<file path="config.mk">
export PLATFORM = sky130hd
export DESIGN_NAME = modbus_input_read_responder_top
export DESIGN_NICKNAME = d
export VERILOG_FILES = /design/src/rtl/mbirr_pkg.sv /design/src/rtl/modbus_input_read_responder_top.sv
export SDC_FILE = /design/constraint.sdc
export NUM_CORES = 1
export LEC_CHECK = 0
export BUFFER_PORTS_ARGS = -buffer_cell sky130_fd_sc_hd__buf_2
export CAP_MARGIN = 20
export CORE_ASPECT_RATIO = 2
export CORE_MARGIN = 5
export CORE_UTILIZATION = 50
export CTS_BUF_LIST = sky130_fd_sc_hd__clkbuf_16
export DETAILED_ROUTE_END_ITERATION = 16
export PLACE_DENSITY_LB_ADDON = 0.2
export SLEW_MARGIN = 10
export SYNTH_ARGS = -nofsm -noshare
export SYNTH_HDL_FRONTEND = slang
export SYNTH_SLANG_ARGS = --single-unit
</file>
<file path="constraint.sdc">
create_clock -name clk -period 7.2 [get_ports clk]
set_input_delay 0.72 -clock clk [delete_from_list [all_inputs] [get_ports clk]]
set_output_delay 0.72 -clock clk [all_outputs]
set_load 0.02 [all_outputs]
</file>
<file path="src/rtl/mbirr_pkg.sv">
`default_nettype none
// ----------------------------------------------------------------------------
// Modbus input read responder package
// Shared constants, command codes and sequencer states of the responder.
// ----------------------------------------------------------------------------
package mbirr_pkg;

    localparam int MaxInputs    = 64;
    localparam int MaxRegisters = 16;

    localparam int InputIdxW = $clog2(MaxInputs);
    localparam int RegIdxW   = $clog2(MaxRegisters);

    localparam logic [15:0] InputQtyLimit = 16'h07D0;
    localparam logic [15:0] RegQtyLimit   = 16'h007D;

    localparam logic [7:0] FcReadInputs = 8'h02;
    localparam logic [7:0] FcReadRegs   = 8'h04;
    localparam logic [7:0] ExcOffset    = 8'h80;
    localparam logic [7:0] ReqDataLen   = 8'h04;

    localparam logic [7:0] ExcFunction = 8'h01;
    localparam logic [7:0] ExcAddress  = 8'h02;
    localparam logic [7:0] ExcValue    = 8'h03;

    localparam logic [1:0] CmdRequest     = 2'd0;
    localparam logic [1:0] CmdInputUpdate = 2'd1;
    localparam logic [1:0] CmdRegUpdate   = 2'd2;

    localparam logic CfgCoils     = 1'b0;
    localparam logic CfgRegisters = 1'b1;

    typedef enum logic [2:0] {
        ST_IDLE,
        ST_CHECK,
        ST_HEAD,
        ST_COUNT,
        ST_DATA
    } state_t;

endpackage
`default_nettype wire

</file>
<file path="src/rtl/modbus_input_read_responder_top.sv">
`default_nettype none
// ----------------------------------------------------------------------------
// Modbus input read responder
// Answers read discrete inputs and read input registers requests from stored
// sensor state, and takes updates of that state.
// ----------------------------------------------------------------------------
// A transaction is accepted when start is high and busy is low. An update
// transaction gives no response. A request transaction first passes the
// request check, then emits one response byte per cycle from a small
// sequencer that steps a shared adder over the stored bits or words. Each
// byte appears on response_byte in the cycle after it is formed, with
// response_valid high for exactly that cycle and last high on the final
// byte. The receiver cannot stall the responder, so it must take every byte
// in the cycle in which it is shown. A read of discrete inputs gives up to
// 10 bytes and a read of input registers up to 34.
module modbus_input_read_responder_top (
    input  wire logic        clk,
    input  wire logic        rst_n,
    input  wire logic        start,
    output logic             busy,
    input  wire logic [1:0]  command,
    input  wire logic [7:0]  function_code,
    input  wire logic [7:0]  data_length,
    input  wire logic [15:0] start_address,
    input  wire logic [15:0] quantity,
    input  wire logic [5:0]  update_index,
    input  wire logic [15:0] update_value,
    input  wire logic        cfg_write,
    input  wire logic        cfg_index,
    input  wire logic [6:0]  cfg_data,
    output logic             response_valid,
    output logic [7:0]       response_byte,
    output logic             last
);

    mbirr_pkg::state_t state_reg, state_next;

    logic [mbirr_pkg::MaxInputs-1:0] input_bits_reg;
    logic [15:0] register_words_reg [mbirr_pkg::MaxRegisters];

    logic [6:0]  coils_in_use_reg;
    logic [4:0]  registers_in_use_reg;

    logic [7:0]  fc_reg;
    logic [7:0]  len_reg;
    logic [15:0] start_reg;
    logic [15:0] qty_reg;

    logic        error_reg, error_next;
    logic [7:0]  exc_reg, exc_next;
    logic [7:0]  count_reg, count_next;
    logic [6:0]  ptr_reg, ptr_next;
    logic [6:0]  remain_reg, remain_next;
    logic        half_reg, half_next;

    logic        out_valid_reg, out_valid_next;
    logic [7:0]  out_byte_reg, out_byte_next;
    logic        out_last_reg, out_last_next;

    logic [16:0] add_a;
    logic [16:0] add_b;
    logic [16:0] add_sum;

    logic        accept;
    logic        is_regs;
    logic [6:0]  size_coils;
    logic [4:0]  size_regs;
    logic [16:0] size_ext;
    logic [15:0] qty_limit;
    logic [16:0] qty_plus7;
    logic [mbirr_pkg::MaxInputs-1:0] bits_shifted;
    logic [7:0]  bits_byte;
    logic [15:0] cur_word;

    assign accept  = start && !busy;
    assign busy    = (state_reg != mbirr_pkg::ST_IDLE);
    assign is_regs = (fc_reg == mbirr_pkg::FcReadRegs);

    assign response_valid = out_valid_reg;
    assign response_byte  = out_byte_reg;
    assign last           = out_last_reg;

    // The coil limit is 64 and the register limit 16, so the configured sizes clamp.
    assign size_coils = (coils_in_use_reg > 7'(mbirr_pkg::MaxInputs))
                        ? 7'(mbirr_pkg::MaxInputs) : coils_in_use_reg;
    assign size_regs  = (registers_in_use_reg > 5'(mbirr_pkg::MaxRegisters))
                        ? 5'(mbirr_pkg::MaxRegisters) : registers_in_use_reg;
    assign size_ext   = is_regs ? {12'd0, size_regs} : {10'd0, size_coils};
    assign qty_limit  = is_regs ? mbirr_pkg::RegQtyLimit : mbirr_pkg::InputQtyLimit;
    assign qty_plus7  = {1'b0, qty_reg} + 17'd7;

    // Shared adder: range sum during the check, pointer step while streaming.
    always_comb
    begin
        if (state_reg == mbirr_pkg::ST_CHECK)
        begin
            add_a = {1'b0, start_reg};
            add_b = {1'b0, qty_reg};
        end
        else
        begin
            add_a = {10'd0, ptr_reg};
            add_b = is_regs ? {16'd0, half_reg} : 17'd8;
        end
    end

    assign add_sum = add_a + add_b;

    assign bits_shifted = input_bits_reg >> ptr_reg;
    assign cur_word     = register_words_reg[ptr_reg[mbirr_pkg::RegIdxW-1:0]];

    always_comb
    begin
        for (int k = 0; k < 8; k++)
        begin
            bits_byte[k] = bits_shifted[k] && (7'(k) < remain_reg);
        end
    end

    always_comb
    begin
        state_next     = state_reg;
        error_next     = error_reg;
        exc_next       = exc_reg;
        count_next     = count_reg;
        ptr_next       = ptr_reg;
        remain_next    = remain_reg;
        half_next      = half_reg;
        out_valid_next = 1'b0;
        out_byte_next  = out_byte_reg;
        out_last_next  = 1'b0;

        case (state_reg)
            mbirr_pkg::ST_IDLE:
            begin
                if (accept && command == mbirr_pkg::CmdRequest)
                begin
                    state_next = mbirr_pkg::ST_CHECK;
                end
            end

            mbirr_pkg::ST_CHECK:
            begin
                error_next = 1'b1;
                if (fc_reg != mbirr_pkg::FcReadInputs && fc_reg != mbirr_pkg::FcReadRegs)
                begin
                    exc_next = mbirr_pkg::ExcFunction;
                end
                else if (len_reg != mbirr_pkg::ReqDataLen)
                begin
                    exc_next = mbirr_pkg::ExcValue;
                end
                else if (qty_reg == 16'd0 || qty_reg > qty_limit)
                begin
                    exc_next = mbirr_pkg::ExcValue;
                end
                else if (add_sum > size_ext)
                begin
                    exc_next = mbirr_pkg::ExcAddress;
                end
                else
                begin
                    error_next = 1'b0;
                    exc_next   = exc_reg;
                end
                count_next  = is_regs ? {qty_reg[6:0], 1'b0} : qty_plus7[10:3];
                ptr_next    = start_reg[6:0];
                remain_next = qty_reg[6:0];
                half_next   = 1'b0;
                state_next  = mbirr_pkg::ST_HEAD;
            end

            mbirr_pkg::ST_HEAD:
            begin
                out_valid_next = 1'b1;
                out_byte_next  = error_reg ? (fc_reg + mbirr_pkg::ExcOffset) : fc_reg;
                state_next     = mbirr_pkg::ST_COUNT;
            end

            mbirr_pkg::ST_COUNT:
            begin
                out_valid_next = 1'b1;
                out_byte_next  = error_reg ? exc_reg : count_reg;
                out_last_next  = error_reg;
                state_next     = error_reg ? mbirr_pkg::ST_IDLE : mbirr_pkg::ST_DATA;
            end

            mbirr_pkg::ST_DATA:
            begin
                out_valid_next = 1'b1;
                if (is_regs)
                begin
                    out_byte_next = half_reg ? cur_word[7:0] : cur_word[15:8];
                    half_next     = !half_reg;
                    ptr_next      = add_sum[6:0];
                    if (half_reg)
                    begin
                        remain_next = remain_reg - 7'd1;
                    end
                    if (half_reg && remain_reg == 7'd1)
                    begin
                        out_last_next = 1'b1;
                        state_next    = mbirr_pkg::ST_IDLE;
                    end
                end
                else
                begin
                    out_byte_next = bits_byte;
                    ptr_next      = add_sum[6:0];
                    if (remain_reg <= 7'd8)
                    begin
                        remain_next   = 7'd0;
                        out_last_next = 1'b1;
                        state_next    = mbirr_pkg::ST_IDLE;
                    end
                    else
                    begin
                        remain_next = remain_reg - 7'd8;
                    end
                end
            end

            default:
            begin
                state_next = mbirr_pkg::ST_IDLE;
            end
        endcase
    end

    always_ff @(posedge clk or negedge rst_n)
    begin
        if (!rst_n)
        begin
            state_reg            <= mbirr_pkg::ST_IDLE;
            out_valid_reg        <= 1'b0;
            out_last_reg         <= 1'b0;
            coils_in_use_reg     <= '0;
            registers_in_use_reg <= '0;
            input_bits_reg       <= '0;
            for (int i = 0; i < mbirr_pkg::MaxRegisters; i++)
            begin
                register_words_reg[i] <= '0;
            end
        end
        else
        begin
            state_reg     <= state_next;
            out_valid_reg <= out_valid_next;
            out_last_reg  <= out_last_next;
            if (cfg_write)
            begin
                if (cfg_index == mbirr_pkg::CfgCoils)
                begin
                    coils_in_use_reg <= cfg_data;
                end
                else
                begin
                    registers_in_use_reg <= cfg_data[4:0];
                end
            end
            if (accept && command == mbirr_pkg::CmdInputUpdate)
            begin
                input_bits_reg[update_index] <= update_value[0];
            end
            if (accept && command == mbirr_pkg::CmdRegUpdate
                && update_index < 6'(mbirr_pkg::MaxRegisters))
            begin
                register_words_reg[update_index[mbirr_pkg::RegIdxW-1:0]] <= update_value;
            end
        end
    end

    always_ff @(posedge clk)
    begin
        if (accept)
        begin
            fc_reg    <= function_code;
            len_reg   <= data_length;
            start_reg <= start_address;
            qty_reg   <= quantity;
        end
        error_reg    <= error_next;
        exc_reg      <= exc_next;
        count_reg    <= count_next;
        ptr_reg      <= ptr_next;
        remain_reg   <= remain_next;
        half_reg     <= half_next;
        out_byte_reg <= out_byte_next;
    end

`ifndef SYNTHESIS
    // A request transaction always starts a response sequence.
    assert property (@(posedge clk) disable iff (!rst_n)
        start && !busy && command == mbirr_pkg::CmdRequest |=> busy)
        else $error("request transaction did not start the responder");

    // The last flag only marks a byte that is being delivered.
    assert property (@(posedge clk) disable iff (!rst_n)
        last |-> response_valid)
        else $error("last raised without a response byte");

    // After the final byte of a response, no further byte follows at once.
    assert property (@(posedge clk) disable iff (!rst_n)
        response_valid && last |=> !response_valid)
        else $error("response byte emitted after the final byte");

    // Every response byte is formed while the sequencer is busy.
    assert property (@(posedge clk) disable iff (!rst_n)
        response_valid |-> $past(busy))
        else $error("response byte emitted while idle");
`endif

endmodule
`default_nettype wire

</file>
==> load_flow_metrics.sql, run 1 <==
INSERT INTO impl_metrics (metric_group, metric, value, unit) VALUES
('grt', 'globalRouteMet1Util', '0.259', ''),
('floorplanning', 'dieWidth', '160', 'um'),
('setup_path', 'crit_type', 'reg -> reg', ''),
('placement', 'dp.final_hpwl', '45500', 'um'),
('drt', 'route.final.wire_length', '64000', 'um'),
('grt', 'grtUsageTotal', '0.259', ''),
('final_layout', 'largest_register_ff_count', '256', ''),
('placement', 'placed_cells', '2362', ''),
('clock_network', 'cts-buffers-inserted', '41', ''),
('logic_synthesis', 'synth_cells', '1815', ''),
('drt', 'vias_per_cell', '6.22', ''),
('clock_network', 'cts_hold_buffers', '0', ''),
('placement', 'gp_congestion', '0.965', ''),
('power', 'power_per_cell_area', '292', 'nW/um^2'),
('drt', 'drt-initial-drc-count', '997', ''),
('setup_path', 'timing.critical_path.fanout_max', '24', ''),
('logic_synthesis', 'synth.lib_cells_used.distinct', '67', ''),
('final_layout', 'area_growth', '10.6', '%'),
('setup_path', 'crit_path_start_kind', 'register', ''),
('drt', 'drt_drc_violations_left', '0', ''),
('flow_run', 'timing.max_cap.violations', '0', ''),
('grt', 'globalRouteOverflowTotal', '0', ''),
('grt', 'first_global_vias', '16236', ''),
('logic_synthesis', 'synth.avg_cell_area', '12.3', 'sq um'),
('timing', 'fmax', '165', 'MHz'),
('grt', 'use_met2', '0.488', ''),
('floorplanning', 'die_h', '309', 'um'),
('clock_network', 'clock_tree.root_cell', 'sky130_fd_sc_hd__clkbuf_16', ''),
('clock_network', 'post_cts_buffers', '0', ''),
('logic_synthesis', 'share_of_synthesized_registers_carrying_an_async_set_or_reset', '0.804', ''),
('timing', 'final_hold_viol_count', '0', ''),
('outcome', 'run_status', 'complete, no violations', ''),
('timing', 'period_needed', '6.07', 'ns'),
('setup_path', 'end_kind', 'register', ''),
('clock_network', 'ctsLongestPathBuffers', '3', ''),
('timing', 'worst_pin_slew', '1.13', 'ns'),
('clock_network', 'clock_sink_count', '419', ''),
('clock_network', 'ctsResizeCount', '0', ''),
('logic_synthesis', 'post_synth_instance_area', '22400', 'sq um'),
('floorplanning', 'core', '44300', 'sq um'),
('final_layout', 'area_taken_by_multi_input_logic_gates', '10900', 'sq um'),
('worst_hold_path', 'worstHoldPathType', 'in -> async', ''),
('logic_synthesis', 'flops_latches_synth', '419', ''),
('placement', 'dp_slack', '1.23', 'ns'),
('logic_synthesis', 'synth_seq_area_share', '0.486', ''),
('timing', 'rsz0062_at_grt', 'false', ''),
('floorplanning', 'floorplan.initialDensity', '0.505', ''),
('final_layout', 'post_layout_nonfiller_instances', '2446', ''),
('final_layout', 'register_area', '10900', 'sq um'),
('grt', 'grt_max_degree', '144', ''),
('logic_synthesis', 'synthDominantAreaCellType', 'sky130_fd_sc_hd__dfrtp_1', ''),
('placement', 'io_buffer_count', '94', ''),
('logic_synthesis', 'yosysMostFrequentCell', 'sky130_fd_sc_hd__mux2_2', ''),
('grt', 'number_of_antenna_violations_at_the_first_check_in_global_routing', '6', ''),
('timing', 'final.period_utilization', '0.842', ''),
('floorplanning', 'core.rowCount', '109', ''),
('floorplanning', 'floorplan.die_area', '49400', 'sq um'),
('final_layout', 'layout_net_count', '1969', ''),
('clock_network', 'cts_tree', 'yes', ''),
('power', 'vdd_ir_drop_max', '0.231', 'mV'),
('timing', 'worst_slew_margin_rel', '0.242', ''),
('drt', 'routed_wire_length_per_instance', '26.1', 'um'),
('grt', 'wire_length_of_the_first_global_routing_pass', '97300', 'um'),
('timing', 'finalMaxSlewViolations', '0', ''),
('clock_network', 'htree_levels', '2', ''),
('setup_path', 'critPathRequiredTime', '7.52', 'ns'),
('grt', 'global_route_hottest_layer', 'met2', ''),
('logic_synthesis', 'synthFlopType', 'sky130_fd_sc_hd__dfrtp_1', ''),
('drt', 'dr_total_vias', '15202', ''),
('logic_synthesis', 'number_of_flops_mapped_to_enable_cells_by_yosys', '82', ''),
('clock_network', 'clk-insertion-delay-late', '0.58', 'ns');
[cells in the final DEF (no fill, tap or decap), drive strengths merged, types with 20 or more instances in the layout]
cell type / instances
clkinv: 21
edfxtp: 82
clkbuf: 42
nand3: 27
nor2b: 22
ha: 31
inv: 33
a21oi: 56
mux2: 350
a211oi: 20
o21ai: 65
buf: 123
and2: 34
mux2i: 63
mux4: 93
nand2: 170
dfrtp: 337
nor2: 103
[final cells by class]
| class | count | share of cell area |
|---|---|---|
| antenna | 5 | 0.000505 |
| sequential | 419 | 0.440 |
| clock inverter | 34 | 0.0129 |
| clock buffer | 42 | 0.0424 |
| multi-input combinational | 1243 | 0.441 |
| inverter | 25 | 0.00379 |
| tap | 555 | 0.0280 |
| timing repair buffer | 123 | 0.0322 |
[metal layers]
layer  wire (um)  part of all wire  vias up
li1            -                 -     6795
met1       21300              0.33     7742
met2       35000              0.55      458
met3        2510             0.039      203
met4        5170             0.081        4
met5          21           0.00033        -
[per-stage QoR]
stage	hold WS (ns)	util	cell area (sq um)	total power [uW]
after detailed placement	0.488	0.526	23300	5050
final	0.206	0.559	24800	7240
after CTS	0.247	0.557	24700	7270
after global placement	0.481	0.526	23300	5020
after global routing	0.283	0.559	24800	7560
after floorplan	0.424	-	22400	4370
[power breakdown]
part | switching, uW | total, uW | internal, uW
Clock | 983 | 2200 | 1220
Combinational | 1320 | 2140 | 826
Sequential | 189 | 2890 | 2700
Total | 2490 | 7240 | 4750
[path summary, 6_finish.rpt]
| kind | start | to | slack, ns | depth (start not counted) |
|---|---|---|---|---|
| max | state_reg[2]$_DFFE_PN0P_ | exc_reg[0]$_SDFFCE_PP1P_ | 1.13 | 16 |
| min reg2reg | register_words_reg[74]$_DFFE_PN0P_ | register_words_reg[74]$_DFFE_PN0P_ | 0.50 | 1 |
| max reg2reg | state_reg[2]$_DFFE_PN0P_ | exc_reg[0]$_SDFFCE_PP1P_ | 1.13 | 16 |
| min in group clk | function_code[1] | fc_reg[1]$_DFFE_PP_ | 0.34 | 1 |
| min | rst_n | last$_DFF_PN0_ | 0.21 | 1 |
| max in group asynchronous | rst_n | coils_in_use_reg[5]$_DFFE_PN0P_ | 5.60 | 2 |
[kinds of logic after synthesis]
kind of cell,after synthesis,share of synthesized area
and+or+nand+nor,437,0.0910
adders and majority gates,32,0.0182
xor gates and xnor gates,22,0.00860
muxes,506,0.298
buffers and inverters,153,0.0265
DFF,419,0.486
AOI/OAI and AO/OA,246,0.0718
[critical path, stage by stage, from the launching register on]
cell and delay [ns]:
sky130_fd_sc_hd__dfrtp_1 0.50, sky130_fd_sc_hd__nand3b_1 0.55, sky130_fd_sc_hd__inv_1 0.76, sky130_fd_sc_hd__o21ai_0 0.24, sky130_fd_sc_hd__ha_1 0.28, sky130_fd_sc_hd__fa_1 0.42
sky130_fd_sc_hd__a21o_2 0.22, sky130_fd_sc_hd__a221oi_1 0.38, sky130_fd_sc_hd__xnor2_1 0.17, sky130_fd_sc_hd__ha_1 0.36, sky130_fd_sc_hd__a211oi_1 0.26, sky130_fd_sc_hd__a31oi_1 0.18
sky130_fd_sc_hd__a211oi_1 0.21, sky130_fd_sc_hd__o2111ai_1 0.15, sky130_fd_sc_hd__a2111oi_0 0.52, sky130_fd_sc_hd__or3b_1 0.44, sky130_fd_sc_hd__and2_1 0.18
Note: power is estimated with default switching activity, not from simulation.
==> inputs of run 2 (changes only) <==
Clock period 7.2 ns to 5.1 ns, I/O delays scaled along.
==> run 2 against run 1 <==
Die area unchanged. Critical path depth rose by 3. Wire length is 0.88% higher. Setup slack got worse by 0.91 ns. Design area rose by 0.74%. Power rose by 41%. Sequential share of layout area decreased by 0.32 points. Clock skew fell by 0.0079 ns. Sequential power grew 40%. Flip-flop and latch count unchanged.
==> load_flow_metrics.sql, run 2 (synthesized netlist as in run 1, its figures left out) <==
INSERT INTO impl_metrics (metric_group, metric, value, unit) VALUES
('drt', 'route.final.wire_length', '64500', 'um'),
('worst_hold_path', 'worstHoldPathType', 'in -> reg', ''),
('power', 'design_power_total', '10200', 'uW'),
('timing', 'final_hold_viol_count', '0', ''),
('clock_network', 'clk-insertion-delay-late', '0.57', 'ns'),
('placement', 'gp_congestion', '0.931', ''),
('floorplanning', 'floorplan.die_area', '49400', 'sq um'),
('setup_path', 'timing.critical_path.fanout_max', '3', ''),
('power', 'vdd_ir_drop_max', '0.329', 'mV'),
('final_layout', 'layout_common_cells', '350 x sky130_fd_sc_hd__mux2_2, 337 x sky130_fd_sc_hd__dfrtp_1, 170 x sky130_fd_sc_hd__nand2_1', ''),
('timing', 'worst_slew_margin_rel', '0.359', ''),
('setup_path', 'crit_path_start_kind', 'register', ''),
('final_layout', 'area_growth', '11.4', '%'),
('drt', 'dr.pass1.iters', '5', ''),
('timing', 'fmax', '205', 'MHz'),
('grt', 'number_of_antenna_violations_at_the_first_check_in_global_routing', '3', ''),
('clock_network', 'ctsLongestPathBuffers', '3', ''),
('timing', 'worst_pin_slew', '0.962', 'ns'),
('floorplanning', 'core', '44300', 'sq um'),
('power', 'power_per_cell_area', '408', 'nW/um^2'),
('grt', 'globalRouteOverflowTotal', '0', ''),
('clock_network', 'cts_tree', 'yes', ''),
('floorplanning', 'die_h', '309', 'um'),
('power', 'power.static_leakage', '0.0115', 'uW'),
('grt', 'grtUsageTotal', '0.261', ''),
('final_layout', 'layout_net_count', '1997', ''),
('final_layout', 'most_common_cell_after_layout_fill_and_taps_aside', 'sky130_fd_sc_hd__mux2_2', ''),
('drt', 'dr_total_vias', '15289', ''),
('drt', 'ant_nets', '0', ''),
('setup_path', 'arrival', '5.19', 'ns'),
('clock_network', 'htree_levels', '2', ''),
('clock_network', 'clock_sink_count', '419', ''),
('grt', 'wire_length_of_the_first_global_routing_pass', '98400', 'um'),
('final_layout', 'post_layout_nonfiller_instances', '2468', ''),
('final_layout', 'nFillCells', '3663', ''),
('timing', 'finalMaxSlewViolations', '0', ''),
('final_layout', 'largest_register_ff_count', '256', ''),
('drt', 'vias_per_cell', '6.19', ''),
('drt', 'routed_wire_length_per_instance', '26.1', 'um'),
('placement', 'io_buffer_count', '94', ''),
('grt', 'grt_max_degree', '144', ''),
('setup_path', 'end_kind', 'register', ''),
('clock_network', 'clk_transition_reported_paths', '0.07', 'ns'),
('drt', 'drt_drc_violations_left', '0', ''),
('clock_network', 'cts-buffers-inserted', '40', ''),
('grt', 'first_global_vias', '16341', ''),
('outcome', 'run_status', 'complete, no violations', ''),
('drt', 'drt-initial-drc-count', '1068', ''),
('floorplanning', 'floorplan.initialDensity', '0.505', ''),
('timing', 'final.period_utilization', '0.956', ''),
('placement', 'placed_cells', '2393', ''),
('clock_network', 'clock_tree.root_cell', 'sky130_fd_sc_hd__clkbuf_16', ''),
('floorplanning', 'core.rowCount', '109', ''),
('timing', 'period_needed', '4.88', 'ns'),
('placement', 'dp.final_hpwl', '46000', 'um'),
('floorplanning', 'top_level_ports', '95', ''),
('final_layout', 'layout-drive-gt1-share', '0.349', ''),
('flow_run', 'timing.max_cap.violations', '0', ''),
('timing', 'final-setup-viol-count', '0', ''),
('setup_path', 'crit_type', 'reg -> reg', ''),
('floorplanning', 'dieWidth', '160', 'um'),
('setup_path', 'critPathRequiredTime', '5.42', 'ns'),
('timing', 'fin_skew', '0.0204', 'ns');
run 2: cell count changes in the layout (fill, tap and decap cells not counted), moves of 2 or more:
cell,change
sky130_fd_sc_hd__bufinv_16,-2
sky130_fd_sc_hd__diode_2,-3
sky130_fd_sc_hd__clkinv_2,-3
sky130_fd_sc_hd__buf_16,+2
sky130_fd_sc_hd__buf_4,+29
sky130_fd_sc_hd__buf_8,-3
sky130_fd_sc_hd__clkinv_1,-3
sky130_fd_sc_hd__inv_1,+2
run 2: path summary, 6_finish.rpt:
check                                               startpoint  cells past startpoint                                  end  slack [ns]
setup / recovery                           fc_reg[0]$_DFFE_PP_                     19             exc_reg[0]$_SDFFCE_PP1P_        0.22
hold / removal                                function_code[7]                      1                  fc_reg[7]$_DFFE_PP_        0.12
setup reg to reg                           fc_reg[0]$_DFFE_PP_                     19             exc_reg[0]$_SDFFCE_PP1P_        0.22
hold reg to reg            register_words_reg[151]$_DFFE_PN0P_                      1  register_words_reg[151]$_DFFE_PN0P_        0.50
max in group asynchronous                                rst_n                      3      coils_in_use_reg[6]$_DFFE_PN0P_        3.16
min in group asynchronous                                rst_n                      2                       last$_DFF_PN0_        0.52
run 2: layout make-up:
type	instances	area (sq um)	share of cell area
Antenna cell	2	5.00	0.000200
Tap cell	555	694	0.0278
Clock buffer	41	1030	0.0411
Sequential cell	419	10900	0.436
Inverter	25	93.8	0.00376
Multi-Input combinational cell	1243	11000	0.439
Clock inverter	31	265	0.0106
Timing Repair Buffer	152	1040	0.0415
run 2: report_power, final:
group	switching [uW]	internal (uW)	total [uW]	leakage, uW
registers	225	3820	4040	0.00541
clock network	1370	1590	2960	0.000657
logic	1920	1270	3190	0.00539
total	3510	6670	10200	0.0115
run 2: routing by layer:
layer  wire length (um)  up-vias  GRT usage
met1              22700     7829      0.278
li1                   -     6859          -
met4               4990        2      0.171
met3               2050      186     0.0299
met2              34800      413      0.484
met5                 20        -          0
run 2: per-stage QoR:
stage	cell area (sq um)	hold WS [ns]	util	worst slack (ns)	setup TNS, ns
3_3_place_gp	23500	0.481	0.531	0.106	0
6_report	25000	0.120	0.563	0.224	0
2_1_floorplan	22400	0.214	-	0.100	0
3_5_place_dp	23600	0.488	0.533	-0.0277	-0.0553
5_1_grt	25000	0.109	0.563	-0.0125	-0.0183
4_1_cts	24900	0.107	0.563	0.0199	0
run 2: worst max-delay path, cell delays in order, from the launching register on:
cell and delay [ns]:
sky130_fd_sc_hd__edfxtp_1 0.46, sky130_fd_sc_hd__nor4_4 0.33, sky130_fd_sc_hd__nand4b_1 0.25, sky130_fd_sc_hd__inv_1 0.15, sky130_fd_sc_hd__nand2_1 0.11, sky130_fd_sc_hd__o21ai_2 0.17, sky130_fd_sc_hd__ha_1 0.24, sky130_fd_sc_hd__fa_1 0.23
sky130_fd_sc_hd__a21o_2 0.16, sky130_fd_sc_hd__a221oi_2 0.07, sky130_fd_sc_hd__xnor2_1 0.22, sky130_fd_sc_hd__ha_1 0.30, sky130_fd_sc_hd__a211oi_1 0.27, sky130_fd_sc_hd__a31oi_1 0.16, sky130_fd_sc_hd__a211oi_1 0.25, sky130_fd_sc_hd__o2111ai_1 0.19
sky130_fd_sc_hd__a2111oi_2 0.37, sky130_fd_sc_hd__buf_4 0.18, sky130_fd_sc_hd__or3b_1 0.36, sky130_fd_sc_hd__and2_1 0.17
run 2: timing repair:
| action | CTS | global route |
|---|---|---|
| hold buffers | 1 | 0 |
| buffers inserted | 0 | 0 |
| hold endpoints to repair | 21 | 0 |
| endpoints found under the setup margin | 2 | 3 |
| pin swaps | 0 | 1 |
| resized for setup | 1 | 7 |
| gates cloned | 0 | 0 |
